--- src/design/rgbgrad_pkg.sv ---
// ----------------------------------------------------------------------------
// RGB565 gradient generator package
// Shared widths, register indexes, configuration struct and colour helpers
// for the gradient pipeline.
// ----------------------------------------------------------------------------
`default_nettype none

package rgbgrad_pkg;

  // Default configuration of the display and the stop bank.
  localparam int DEF_DISPLAY_WIDTH  = 240;
  localparam int DEF_DISPLAY_HEIGHT = 135;
  localparam int DEF_MAX_STOPS      = 4;

  // Payload widths.
  localparam int COORD_W = 8;
  localparam int COLOR_W = 16;

  // Colour channel layout: red 15..11, green 10..5, blue 4..0.
  localparam int RB_W      = 5;
  localparam int G_W       = 6;
  localparam int RED_LSB   = 11;
  localparam int GREEN_LSB = 5;
  localparam int BLUE_LSB  = 0;
  localparam int CHAN_W    = 6;
  localparam int NUM_CHANS = 3;
  localparam int CH_RED    = 2;
  localparam int CH_GREEN  = 1;
  localparam int CH_BLUE   = 0;

  // Segment arithmetic: segment count is at most seven.
  localparam int SEG_W    = 3;
  localparam int NSTOPS_W = 3;
  localparam int NUM_W    = COORD_W + SEG_W;

  // Divider: quotient bits resolved per stage and the resulting depth.
  localparam int DIV_BITS   = 2;
  localparam int DIV_STAGES = CHAN_W / DIV_BITS;
  localparam int PIPE_DEPTH = 3 + DIV_STAGES;

  // Register port.
  localparam int ADDR_W        = 5;
  localparam int DATA_W        = 32;
  localparam int REG_IDX_W     = 3;
  localparam int NUM_STOP_REGS = 4;
  localparam logic [REG_IDX_W-1:0] REG_NUM_STOPS = 3'd4;
  localparam logic [REG_IDX_W-1:0] REG_VERTICAL  = 3'd5;

  // Settings seen by the pipeline.
  typedef struct packed {
    logic [SEG_W-1:0] seg_count;
    logic             vertical;
  } cfg_t;

  typedef logic [NUM_CHANS-1:0][CHAN_W-1:0] chans_t;

  // Split an RGB565 word into three zero-extended channels.
  function automatic chans_t split565(input logic [COLOR_W-1:0] color);
    chans_t ch;
    ch[CH_RED]   = CHAN_W'(color[RED_LSB +: RB_W]);
    ch[CH_GREEN] = CHAN_W'(color[GREEN_LSB +: G_W]);
    ch[CH_BLUE]  = CHAN_W'(color[BLUE_LSB +: RB_W]);
    return ch;
  endfunction

  // Pack three channels back into an RGB565 word.
  function automatic logic [COLOR_W-1:0] join565(input chans_t ch);
    return {ch[CH_RED][RB_W-1:0], ch[CH_GREEN][G_W-1:0], ch[CH_BLUE][RB_W-1:0]};
  endfunction

endpackage

`default_nettype wire

--- src/design/rgbgrad_regs.sv ---
// ----------------------------------------------------------------------------
// RGB565 gradient register bank
// APB-style register file holding the colour stops, the stop count and the
// axis select, with the clamped settings handed to the pipeline.
// ----------------------------------------------------------------------------
`default_nettype none

module rgbgrad_regs #(
  parameter int MAX_STOPS = rgbgrad_pkg::DEF_MAX_STOPS
) (
  input  logic                                            clk,
  input  logic                                            rst,
  input  logic                                            psel,
  input  logic                                            penable,
  input  logic                                            pwrite,
  input  logic [rgbgrad_pkg::ADDR_W-1:0]                  paddr,
  input  logic [rgbgrad_pkg::DATA_W-1:0]                  pwdata,
  output logic [rgbgrad_pkg::DATA_W-1:0]                  prdata,
  output logic                                            pready,
  output logic [MAX_STOPS-1:0][rgbgrad_pkg::COLOR_W-1:0]  stop_color,
  output rgbgrad_pkg::cfg_t                               cfg
);

  localparam int NCMP_W = rgbgrad_pkg::NSTOPS_W + 1;
  localparam logic [NCMP_W-1:0] MAX_N = NCMP_W'(MAX_STOPS);

  logic [rgbgrad_pkg::NSTOPS_W-1:0]  num_stops;
  logic                              vertical_mode;
  logic [rgbgrad_pkg::REG_IDX_W-1:0] reg_idx;
  logic                              wr_en;
  logic [rgbgrad_pkg::DATA_W-1:0]    prdata_next;
  logic [NCMP_W-1:0]                 n_eff;

  // The port never inserts wait states.
  assign pready  = 1'b1;
  assign reg_idx = paddr[rgbgrad_pkg::ADDR_W-1:2];
  assign wr_en   = psel && penable && pwrite && pready;

  // Register writes.
  always_ff @(posedge clk) begin
    if (rst) begin
      stop_color    <= '0;
      num_stops     <= rgbgrad_pkg::NSTOPS_W'(1);
      vertical_mode <= 1'b0;
    end else if (wr_en) begin
      case (reg_idx)
        rgbgrad_pkg::REG_NUM_STOPS: begin
          num_stops <= pwdata[rgbgrad_pkg::NSTOPS_W-1:0];
        end
        rgbgrad_pkg::REG_VERTICAL: begin
          vertical_mode <= pwdata[0];
        end
        default: begin
          for (int i = 0; i < MAX_STOPS; i++) begin
            if (i < rgbgrad_pkg::NUM_STOP_REGS &&
                reg_idx == rgbgrad_pkg::REG_IDX_W'(i)) begin
              stop_color[i] <= pwdata[rgbgrad_pkg::COLOR_W-1:0];
            end
          end
        end
      endcase
    end
  end

  // Read data is fetched in the setup cycle and shown in the access cycle.
  always_comb begin
    prdata_next = '0;
    case (reg_idx)
      rgbgrad_pkg::REG_NUM_STOPS: begin
        prdata_next = rgbgrad_pkg::DATA_W'(num_stops);
      end
      rgbgrad_pkg::REG_VERTICAL: begin
        prdata_next = rgbgrad_pkg::DATA_W'(vertical_mode);
      end
      default: begin
        for (int i = 0; i < MAX_STOPS; i++) begin
          if (i < rgbgrad_pkg::NUM_STOP_REGS &&
              reg_idx == rgbgrad_pkg::REG_IDX_W'(i)) begin
            prdata_next = rgbgrad_pkg::DATA_W'(stop_color[i]);
          end
        end
      end
    endcase
  end

  always_ff @(posedge clk) begin
    if (rst) begin
      prdata <= '0;
    end else if (psel && !penable) begin
      prdata <= prdata_next;
    end
  end

  // Clamp the stop count to one up to the size of the stop bank.
  always_comb begin
    if (num_stops == '0) begin
      n_eff = NCMP_W'(1);
    end else if ({1'b0, num_stops} > MAX_N) begin
      n_eff = MAX_N;
    end else begin
      n_eff = {1'b0, num_stops};
    end
    cfg.seg_count = rgbgrad_pkg::SEG_W'(n_eff - 1'b1);
    cfg.vertical  = vertical_mode;
  end

endmodule

`default_nettype wire

--- src/design/rgbgrad_locate.sv ---
// ----------------------------------------------------------------------------
// RGB565 gradient segment locator
// Two pipeline stages: the first scales the clamped axis position by the
// segment count, the second finds the segment and offset and fetches the
// two bounding stops.
// ----------------------------------------------------------------------------
`default_nettype none

module rgbgrad_locate #(
  parameter int DEN_W     = 8,
  parameter int MAX_STOPS = rgbgrad_pkg::DEF_MAX_STOPS
) (
  input  logic                                            clk,
  input  logic                                            rst,
  input  logic                                            in_valid,
  output logic                                            in_ready,
  input  logic [rgbgrad_pkg::COORD_W-1:0]                 pixel_x,
  input  logic [rgbgrad_pkg::COORD_W-1:0]                 pixel_y,
  input  rgbgrad_pkg::cfg_t                               cfg,
  input  logic [DEN_W-1:0]                                den,
  input  logic [MAX_STOPS-1:0][rgbgrad_pkg::COLOR_W-1:0]  stop_color,
  output logic                                            out_valid,
  input  logic                                            out_ready,
  output logic [rgbgrad_pkg::COLOR_W-1:0]                 a_color,
  output logic [rgbgrad_pkg::COLOR_W-1:0]                 b_color,
  output logic [DEN_W-1:0]                                t
);

  localparam int COORD_W = rgbgrad_pkg::COORD_W;
  localparam int NUM_W   = rgbgrad_pkg::NUM_W;
  localparam int SEG_W   = rgbgrad_pkg::SEG_W;
  localparam int POS_W   = (COORD_W > DEN_W) ? COORD_W : DEN_W;
  localparam int THR_W   = DEN_W + SEG_W;
  localparam int CMP_W   = (NUM_W > THR_W) ? NUM_W : THR_W;
  localparam int IDX_W   = $clog2(MAX_STOPS);

  logic               scale_valid;
  logic               scale_ready;
  logic               fetch_ready;
  logic [NUM_W-1:0]   numer;
  logic [NUM_W-1:0]   numer_next;
  logic [COORD_W-1:0] pos;
  logic [COORD_W-1:0] pos_clamped;
  logic [SEG_W-1:0]   seg;
  logic [SEG_W-1:0]   seg_up;
  logic [CMP_W-1:0]   base;
  logic [CMP_W-1:0]   thr;

  // Stage handshake: a stage takes new data when it is empty or drains.
  assign fetch_ready = !out_valid || out_ready;
  assign scale_ready = !scale_valid || fetch_ready;
  assign in_ready    = scale_ready;

  // Position along the chosen axis, saturated at the last position.
  always_comb begin
    pos = cfg.vertical ? pixel_y : pixel_x;
    if (POS_W'(pos) > POS_W'(den)) begin
      pos_clamped = COORD_W'(den);
    end else begin
      pos_clamped = pos;
    end
    numer_next = NUM_W'(pos_clamped) * NUM_W'(cfg.seg_count);
  end

  always_ff @(posedge clk) begin
    if (rst) begin
      scale_valid <= 1'b0;
    end else if (scale_ready) begin
      scale_valid <= in_valid;
    end
  end

  always_ff @(posedge clk) begin
    if (scale_ready && in_valid) begin
      numer <= numer_next;
    end
  end

  // Segment search: the highest boundary at or below the scaled position,
  // capped at the last segment so the final pixel lands on the last stop.
  always_comb begin
    seg  = '0;
    base = '0;
    thr  = '0;
    for (int k = 1; k < MAX_STOPS; k++) begin
      thr = CMP_W'(den) * CMP_W'(k);
      if (SEG_W'(k) < cfg.seg_count && CMP_W'(numer) >= thr) begin
        seg  = SEG_W'(k);
        base = thr;
      end
    end
    seg_up = seg + 1'b1;
  end

  always_ff @(posedge clk) begin
    if (rst) begin
      out_valid <= 1'b0;
    end else if (fetch_ready) begin
      out_valid <= scale_valid;
    end
  end

  always_ff @(posedge clk) begin
    if (fetch_ready && scale_valid) begin
      a_color <= stop_color[seg[IDX_W-1:0]];
      b_color <= stop_color[seg_up[IDX_W-1:0]];
      t       <= DEN_W'(CMP_W'(numer) - base);
    end
  end

endmodule

`default_nettype wire

--- src/design/rgbgrad_mix.sv ---
// ----------------------------------------------------------------------------
// RGB565 gradient channel mixer
// One pipeline stage forming the weighted sum of the two stops per channel,
// with the rounding term added, ready for division by the span less one.
// ----------------------------------------------------------------------------
`default_nettype none

module rgbgrad_mix #(
  parameter int DEN_W = 8
) (
  input  logic                                                         clk,
  input  logic                                                         rst,
  input  logic                                                         in_valid,
  output logic                                                         in_ready,
  input  logic [rgbgrad_pkg::COLOR_W-1:0]                              a_color,
  input  logic [rgbgrad_pkg::COLOR_W-1:0]                              b_color,
  input  logic [DEN_W-1:0]                                             t,
  input  logic [DEN_W-1:0]                                             den,
  output logic                                                         out_valid,
  input  logic                                                         out_ready,
  output logic [rgbgrad_pkg::NUM_CHANS-1:0][DEN_W+rgbgrad_pkg::CHAN_W-1:0] sum
);

  localparam int SUM_W = DEN_W + rgbgrad_pkg::CHAN_W;

  rgbgrad_pkg::chans_t                              a_ch;
  rgbgrad_pkg::chans_t                              b_ch;
  logic [DEN_W-1:0]                                 w;
  logic [rgbgrad_pkg::NUM_CHANS-1:0][SUM_W-1:0]     sum_next;

  assign in_ready = !out_valid || out_ready;

  // a*(den-t) + b*t + den/2 for each channel; the total stays below 64*den.
  always_comb begin
    a_ch = rgbgrad_pkg::split565(a_color);
    b_ch = rgbgrad_pkg::split565(b_color);
    w    = den - t;
    for (int c = 0; c < rgbgrad_pkg::NUM_CHANS; c++) begin
      sum_next[c] = SUM_W'(a_ch[c]) * SUM_W'(w) + SUM_W'(b_ch[c]) * SUM_W'(t) +
                    SUM_W'(den >> 1);
    end
  end

  always_ff @(posedge clk) begin
    if (rst) begin
      out_valid <= 1'b0;
    end else if (in_ready) begin
      out_valid <= in_valid;
    end
  end

  always_ff @(posedge clk) begin
    if (in_ready && in_valid) begin
      sum <= sum_next;
    end
  end

endmodule

`default_nettype wire

--- src/design/rgbgrad_divstep.sv ---
// ----------------------------------------------------------------------------
// RGB565 gradient divider stage
// One pipeline stage of a restoring divider that resolves a fixed pair of
// quotient bits for all three channels against the span divisor.
// ----------------------------------------------------------------------------
`default_nettype none

module rgbgrad_divstep #(
  parameter int DEN_W  = 8,
  parameter int HI_BIT = rgbgrad_pkg::CHAN_W - 1
) (
  input  logic                                                              clk,
  input  logic                                                              rst,
  input  logic                                                              in_valid,
  output logic                                                              in_ready,
  input  logic [rgbgrad_pkg::NUM_CHANS-1:0][DEN_W+rgbgrad_pkg::CHAN_W-1:0]  rem_in,
  input  rgbgrad_pkg::chans_t                                               quo_in,
  input  logic [DEN_W-1:0]                                                  den,
  output logic                                                              out_valid,
  input  logic                                                              out_ready,
  output logic [rgbgrad_pkg::NUM_CHANS-1:0][DEN_W+rgbgrad_pkg::CHAN_W-1:0]  rem_out,
  output rgbgrad_pkg::chans_t                                               quo_out
);

  localparam int SUM_W = DEN_W + rgbgrad_pkg::CHAN_W;

  logic [rgbgrad_pkg::NUM_CHANS-1:0][SUM_W-1:0] rem_next;
  rgbgrad_pkg::chans_t                          quo_next;

  assign in_ready = !out_valid || out_ready;

  // Compare and subtract the shifted divisor, most significant bit first.
  always_comb begin
    logic [SUM_W-1:0] d;
    rem_next = rem_in;
    quo_next = quo_in;
    d        = '0;
    for (int c = 0; c < rgbgrad_pkg::NUM_CHANS; c++) begin
      for (int j = 0; j < rgbgrad_pkg::DIV_BITS; j++) begin
        d = SUM_W'(den) << (HI_BIT - j);
        if (rem_next[c] >= d) begin
          rem_next[c]              = rem_next[c] - d;
          quo_next[c][HI_BIT - j]  = 1'b1;
        end
      end
    end
  end

  always_ff @(posedge clk) begin
    if (rst) begin
      out_valid <= 1'b0;
    end else if (in_ready) begin
      out_valid <= in_valid;
    end
  end

  always_ff @(posedge clk) begin
    if (in_ready && in_valid) begin
      rem_out <= rem_next;
      quo_out <= quo_next;
    end
  end

endmodule

`default_nettype wire

--- src/design/rgb565_gradient_generator.sv ---
// ----------------------------------------------------------------------------
// RGB565 gradient generator
// Returns one RGB565 colour of a multi-stop linear background gradient for
// each pixel coordinate, horizontal or vertical, with up to four stops.
//
//   Channel   Signals                              Carries
//   pixel     pixel_valid/pixel_ready              pixel_x, pixel_y
//   color     color_valid/color_ready              pixel_color
//   register  psel/penable/pwrite/pready/paddr     pwdata in, prdata out
//
// One pixel is taken per cycle while the output is not stalled; each colour
// passes through six register stages: two locate stages, one mix stage,
// three divider stages at two quotient bits each.
// Reset clears every stage valid bit and loads the registers with their
// defaults: all stops black, one stop, horizontal.
// A stall on the colour side holds the output register; the stages behind
// it keep filling bubbles before the pixel side is held off.
// ----------------------------------------------------------------------------
`default_nettype none

module rgb565_gradient_generator #(
  parameter int DISPLAY_WIDTH  = rgbgrad_pkg::DEF_DISPLAY_WIDTH,
  parameter int DISPLAY_HEIGHT = rgbgrad_pkg::DEF_DISPLAY_HEIGHT,
  parameter int MAX_STOPS      = rgbgrad_pkg::DEF_MAX_STOPS
) (
  input  logic                               clk,
  input  logic                               rst,
  input  logic                               psel,
  input  logic                               penable,
  input  logic                               pwrite,
  input  logic [rgbgrad_pkg::ADDR_W-1:0]     paddr,
  input  logic [rgbgrad_pkg::DATA_W-1:0]     pwdata,
  output logic [rgbgrad_pkg::DATA_W-1:0]     prdata,
  output logic                               pready,
  input  logic                               pixel_valid,
  output logic                               pixel_ready,
  input  logic [rgbgrad_pkg::COORD_W-1:0]    pixel_x,
  input  logic [rgbgrad_pkg::COORD_W-1:0]    pixel_y,
  output logic                               color_valid,
  input  logic                               color_ready,
  output logic [rgbgrad_pkg::COLOR_W-1:0]    pixel_color
);

  localparam int SPAN_MAX   = (DISPLAY_WIDTH > DISPLAY_HEIGHT) ? DISPLAY_WIDTH
                                                               : DISPLAY_HEIGHT;
  localparam int DEN_W      = $clog2(SPAN_MAX);
  localparam int SUM_W      = DEN_W + rgbgrad_pkg::CHAN_W;
  localparam int NUM_CHANS  = rgbgrad_pkg::NUM_CHANS;
  localparam int DIV_STAGES = rgbgrad_pkg::DIV_STAGES;
  localparam logic [DEN_W-1:0] DEN_X = DEN_W'(DISPLAY_WIDTH - 1);
  localparam logic [DEN_W-1:0] DEN_Y = DEN_W'(DISPLAY_HEIGHT - 1);

  logic [MAX_STOPS-1:0][rgbgrad_pkg::COLOR_W-1:0] stop_color;
  rgbgrad_pkg::cfg_t                              cfg;
  logic [DEN_W-1:0]                               den;

  logic                                 loc_valid;
  logic                                 loc_ready;
  logic [rgbgrad_pkg::COLOR_W-1:0]      a_color;
  logic [rgbgrad_pkg::COLOR_W-1:0]      b_color;
  logic [DEN_W-1:0]                     t;

  logic [DIV_STAGES:0]                                    dv_valid;
  logic [DIV_STAGES:0]                                    dv_ready;
  logic [DIV_STAGES:0][NUM_CHANS-1:0][SUM_W-1:0]          dv_rem;
  rgbgrad_pkg::chans_t [DIV_STAGES:0]                     dv_quo;

  // Register bank.
  rgbgrad_regs #(
    .MAX_STOPS (MAX_STOPS)
  ) u_regs (
    .clk        (clk),
    .rst        (rst),
    .psel       (psel),
    .penable    (penable),
    .pwrite     (pwrite),
    .paddr      (paddr),
    .pwdata     (pwdata),
    .prdata     (prdata),
    .pready     (pready),
    .stop_color (stop_color),
    .cfg        (cfg)
  );

  // The divisor is the span of the selected axis less one.
  assign den = cfg.vertical ? DEN_Y : DEN_X;

  // Segment search and stop fetch.
  rgbgrad_locate #(
    .DEN_W     (DEN_W),
    .MAX_STOPS (MAX_STOPS)
  ) u_locate (
    .clk        (clk),
    .rst        (rst),
    .in_valid   (pixel_valid),
    .in_ready   (pixel_ready),
    .pixel_x    (pixel_x),
    .pixel_y    (pixel_y),
    .cfg        (cfg),
    .den        (den),
    .stop_color (stop_color),
    .out_valid  (loc_valid),
    .out_ready  (loc_ready),
    .a_color    (a_color),
    .b_color    (b_color),
    .t          (t)
  );

  // Weighted channel sums.
  rgbgrad_mix #(
    .DEN_W (DEN_W)
  ) u_mix (
    .clk       (clk),
    .rst       (rst),
    .in_valid  (loc_valid),
    .in_ready  (loc_ready),
    .a_color   (a_color),
    .b_color   (b_color),
    .t         (t),
    .den       (den),
    .out_valid (dv_valid[0]),
    .out_ready (dv_ready[0]),
    .sum       (dv_rem[0])
  );

  assign dv_quo[0] = '0;

  // Divider chain, two quotient bits per stage.
  for (genvar s = 0; s < DIV_STAGES; s++) begin : g_div
    rgbgrad_divstep #(
      .DEN_W  (DEN_W),
      .HI_BIT (rgbgrad_pkg::CHAN_W - 1 - s * rgbgrad_pkg::DIV_BITS)
    ) u_divstep (
      .clk       (clk),
      .rst       (rst),
      .in_valid  (dv_valid[s]),
      .in_ready  (dv_ready[s]),
      .rem_in    (dv_rem[s]),
      .quo_in    (dv_quo[s]),
      .den       (den),
      .out_valid (dv_valid[s+1]),
      .out_ready (dv_ready[s+1]),
      .rem_out   (dv_rem[s+1]),
      .quo_out   (dv_quo[s+1])
    );
  end

  // The last divider stage is the output register.
  assign color_valid          = dv_valid[DIV_STAGES];
  assign dv_ready[DIV_STAGES] = color_ready;
  assign pixel_color          = rgbgrad_pkg::join565(dv_quo[DIV_STAGES]);

endmodule

`default_nettype wire

--- config.mk ---
export PLATFORM = sky130hd
export DESIGN_NAME = rgb565_gradient_generator
export DESIGN_NICKNAME = d
export VERILOG_FILES = /design/src/design/rgbgrad_pkg.sv /design/src/design/rgbgrad_regs.sv /design/src/design/rgbgrad_locate.sv /design/src/design/rgbgrad_mix.sv /design/src/design/rgbgrad_divstep.sv /design/src/design/rgb565_gradient_generator.sv
export SDC_FILE = /design/constraint.sdc
export NUM_CORES = 1
export LEC_CHECK = 0
export ABC_AREA = 1
export BUFFER_PORTS_ARGS = -buffer_cell sky130_fd_sc_hd__buf_2
export CAP_MARGIN = 20
export CORE_MARGIN = 10
export CORE_UTILIZATION = 65
export CTS_CLUSTER_DIAMETER = 30
export DETAILED_ROUTE_END_ITERATION = 8
export GPL_ROUTABILITY_DRIVEN = 0
export HOLD_SLACK_MARGIN = 0.06
export PLACE_DENSITY = 0.92
export SLEW_MARGIN = 10
export SYNTH_ARGS = -nofsm -noshare
export SYNTH_HDL_FRONTEND = slang
export SYNTH_SLANG_ARGS = --single-unit
--- constraint.sdc ---
create_clock -name clk -period 10.5 [get_ports clk]
set_input_delay 0.525 -clock clk [delete_from_list [all_inputs] [get_ports clk]]
set_output_delay 0.525 -clock clk [all_outputs]
set_load 0.005 [all_outputs]
==> metrics.md <==
| Metric | Value |
|---|---|
| Result of the run | `finished clean` |
| Setup repair after global routing missed its margin | `no` |
| Leakage power figure | `16.53 nW` |
| Commonest non-fill, non-tap cell in the layout | `nand2_1` |
| Fraction of layout cells with a size suffix above 1 | `8.076%` |
| Worst stage delay on the critical path | `0.62 ns` |
| Largest net degree at the start of global routing | `76` |
| Port Buffer Count | `75` |
| Dominant synthesized flop cell | `edfxtp_1` |
| Number of CTS-inserted buffers | `70` |
| Slack of the critical path | `3.268 ns` |
| Detailed-route DRC error count | `0` |
| Count of yosys warnings during synthesis | `0` |
| Max_cap viols | `0` |
| Required time of the critical path | `10.84 ns` |
| Antenna violations before repair | `0` |
| Count of distinct cell types in the synthesized netlist | `62` |
| Die height | `233.6 um` |
| Sequential fraction of the synthesis area | `27.04%` |
| Number of vias in the routed layout | `27510` |
| Slew of the pin with the lowest slew margin | `1.103 ns` |
| Per-instance average area after synthesis | `7.509 um2` |
| Area of the mapped netlist | `29650 um2` |
| Hold Fails Final Rpt | `0` |
| Count of hold-fix buffers inserted at cts | `0` |
| Postcts setup bufs | `0` |
| Net count reported at finish | `4493` |
| Commonest cells after routing, fill and taps aside | `981 x nand2_1, 762 x inv_1, 304 x nor2_1` |
| Worst setup EP type | `register` |
| Kind of cell with the highest combined delay on the critical path | `adder cells` |
| Wire length of the first global-routing pass | `129900 um` |
| Number of global-route vias before repair | `28090` |
| H-tree Lvls | `3` |
| Total global-route track usage | `28.66%` |
| Post-route minimum period | `7.232 ns` |
| Pins Over Slew Limit | `0` |
| IR drop worst, VDD | `218.6 uV` |
| Clock transition at the registers of the reported paths | `0.05 ns` |
| Endpoint arrival time on the critical path | `7.58 ns` |
| Initial cell density of the core | `65.47%` |
| Overflow left after global routing | `0` |
| Worst-skew pair later-pin latency | `0.62 ns` |
| Synthesized instance count | `3948` |
| Most repeated library cell on the critical path | `fa_1` |
| Clock tree from TritonCTS | `built` |
| Maximum net fanout on the critical path | `45` |
| Slowest cell on crit path | `buf_4` |
| Core area | `45280 um2` |
| Area growth from synthesis to final layout | `10.59%` |
| CP cell instances | `inv_2, buf_4, ha_1, or2_2, nand2_1, clkinv_1, nand2_1, fa_1, fa_1, fa_1, inv_1, fa_1, inv_1, fa_1, inv_1, ha_1, nand2_1, o21ai_0, a21oi_1, o21ai_0, a21oi_1, nor2_1, nor2_1, xor2_1` |
| Max transition margin | `26.39%` |
| Hold crit path type | `primary input to register` |
| Tcrit/Tclk final | `68.88%` |
| Crit start category | `register` |
| Number of buffer and inverter stages on the critical path | `6` |
| Per-cell via count in the routed design | `5.916` |
| Number of nets with antenna violations after routing | `0` |
| Fraction of registers with async set/reset | `0%` |
| Overall routed net length | `78640 um` |
| Number of cell rows | `78` |
| Detail-routed net length per standard cell | `16.91 um` |
| Total Negative Setup Slacks | `0 ns` |
| Post-Place Setup Slack | `3.389 ns` |
| Post-CTS Resized | `0` |
| Hpwl dp | `51380 um` |
| Skew final | `0.02091 ns` |
| Number of I/O pins | `111` |
| CTS Sinks | `297` |
| Number of storage elements in the synthesis netlist | `297` |
| Detailed-routing iteration count for the pre-antenna-repair pass | `8` |
| Longest Clk Path Bufs | `3` |
| Pwr per Cell Area | `251.4 nW/um2` |
| Horizontal die dimension | `233.6 um` |
| Number of failing setup endpoints in the final timing report | `0` |
| Critical Setup Path Class | `register to register` |
| Achievable Freq | `138.3 MHz` |
| Number of enable flip-flop cells after synthesis | `207` |
| Buffer cell driving the clock tree root | `clkbuf_16` |
| Starting DRT DRC Count | `3094` |
| Die outline area | `54550 um2` |
-- worst register-to-register path, stage by stage (launching register included) --
cell and delay (ns):
dfxtp_4 0.44, inv_2 0.11, buf_4 0.62, ha_1 0.40, or2_2 0.31, nand2_1 0.32
clkinv_1 0.44, nand2_1 0.21, fa_1 0.43, fa_1 0.52, fa_1 0.53, inv_1 0.06
fa_1 0.53, inv_1 0.05, fa_1 0.53, inv_1 0.04, ha_1 0.34, nand2_1 0.10
o21ai_0 0.20, a21oi_1 0.10, o21ai_0 0.30, a21oi_1 0.11, nor2_1 0.10, nor2_1 0.05
xor2_1 0.13
-- flip-flops by register name (all words and copies together), names as in the netlist --
name / cells
u_locate.a_color: 16
g_div.u_divstep.rem_out: 84
u_locate.numer: 11
u_regs.num_stops: 3
u_regs.vertical_mode: 1
u_locate.t: 8
u_locate.b_color: 16
u_regs.prdata: 16
u_locate.out_valid: 1
u_regs.stop_color: 64
u_mix.sum: 42
g_div.u_divstep.quo_out: 30
u_mix.out_valid: 1
u_locate.scale_valid: 1
g_div.u_divstep.out_valid: 3
-- power breakdown --
part           total, W  internal, W  switching [W]
sequential      0.00169      0.00159       0.000101
clock           0.00232      0.00156       0.000756
combinational   0.00423      0.00156        0.00267
-- cells in the mapped netlist (3+ instances only) --
| cell | number | area [um2] |
|---|---|---|
| nand2_1 | 981 | 3682 |
| inv_1 | 766 | 2875 |
| nor2_1 | 306 | 1149 |
| ha_1 | 239 | 2990 |
| a21oi_1 | 219 | 1096 |
| nand3_1 | 216 | 1081 |
| edfxtp_1 | 207 | 6216 |
| fa_1 | 203 | 4064 |
| o21ai_0 | 177 | 885.9 |
| dfxtp_1 | 90 | 1802 |
| xor2_1 | 78 | 683.2 |
| clkbuf_1 | 73 | 274.0 |
| nand4_1 | 49 | 306.5 |
| buf_4 | 34 | 255.2 |
| xnor2_1 | 28 | 245.2 |
| nor3_1 | 26 | 130.1 |
| nand2_2 | 22 | 137.6 |
| o22ai_1 | 19 | 118.9 |
| nand3b_1 | 16 | 120.1 |
| or2_2 | 15 | 93.84 |
| buf_2 | 13 | 65.06 |
| inv_2 | 13 | 48.80 |
| o21ai_2 | 13 | 113.9 |
| o21ai_1 | 12 | 60.06 |
| o221ai_1 | 12 | 105.1 |
| nor2_2 | 11 | 68.82 |
| nand3_2 | 10 | 100.1 |
| buf_6 | 9 | 101.4 |
| nor2_4 | 9 | 101.4 |
| nand2_4 | 7 | 78.83 |
| nor4_1 | 7 | 43.79 |
| a21boi_0 | 6 | 45.04 |
| o31ai_1 | 6 | 45.04 |
| o211ai_1 | 5 | 37.54 |
| a31oi_1 | 4 | 25.02 |
| buf_1 | 4 | 15.01 |
| nand3_4 | 4 | 70.07 |
| o21a_1 | 4 | 30.03 |
| clkinv_1 | 3 | 11.26 |
| o21bai_1 | 3 | 22.52 |
-- per-layer routing --
metal  GRT usage [%]  vias up  routed length [um]
met3           6.746      514                7818
met1           31.07    12600               27510
met2           50.20     1841               38750
met5               0        -                   0
met4           17.15        0                4555
li1                -    12560                   -
-- logic make-up (layout without fill, tap and decap cells) --
| kind of cell | after synthesis | after routing | share of synthesized area (%) |
|---|---|---|---|
| adder cells (fa/ha/maj) | 442 | 442 | 23.80 |
| AND/OR/NAND/NOR | 1689 | 1689 | 24.50 |
| buffers and inverters | 919 | 1005 | 12.40 |
| XOR/XNOR | 106 | 106 | 3.132 |
| AO/OA/AOI/OAI | 493 | 493 | 9.099 |
| flip-flops | 297 | 297 | 27.04 |
| other | 2 | 18 | 0.02533 |
-- cell type report --
type | instances | area [um2]
clock inverters | 47 | 626.9
fillers | 2967 | 12500
clock buffers | 83 | 1883
repair buffers | 91 | 528.0
diodes | 1 | 2.502
well taps | 600 | 750.7
flip-flops and latches | 297 | 8021
inverters | 784 | 2945
multi-input cells | 2747 | 18030
-- per-stage QoR --
step           std cells  cell area [um2]  util (%)  total power, W  hold WS [ns]
2_1_floorplan       3963            29700         -        0.004870        0.4003
3_3_place_gp        4517            30230     66.75        0.005369        0.4023
3_5_place_dp        4517            30230     66.75        0.005642        0.4054
4_1_cts             4647            32740     72.29        0.008124        0.2330
5_1_grt             4649            32780     72.39        0.008804        0.2764
6_report            4650            32790     72.40        0.008243        0.2397
-- path summary, 6_finish.rpt --
check / startpoint / depth (start not counted) / slack, ns / end
worst max-delay path: u_regs.vertical_mode$_SDFFE_PP0P_ / 24 / 3.27 / u_mix.sum[27]$_DFFE_PP_
worst min register to register: g_div[1].u_divstep.quo_out[10]$_DFFE_PP_ / 0 / 0.42 / g_div[2].u_divstep.quo_out[10]$_DFFE_PP_
worst min-delay path: pwdata[9] / 3 / 0.24 / u_regs.stop_color[9]$_SDFFE_PP0P_
worst max register to register: u_regs.vertical_mode$_SDFFE_PP0P_ / 24 / 3.27 / u_mix.sum[27]$_DFFE_PP_
Power figures use the tool's default switching activity.
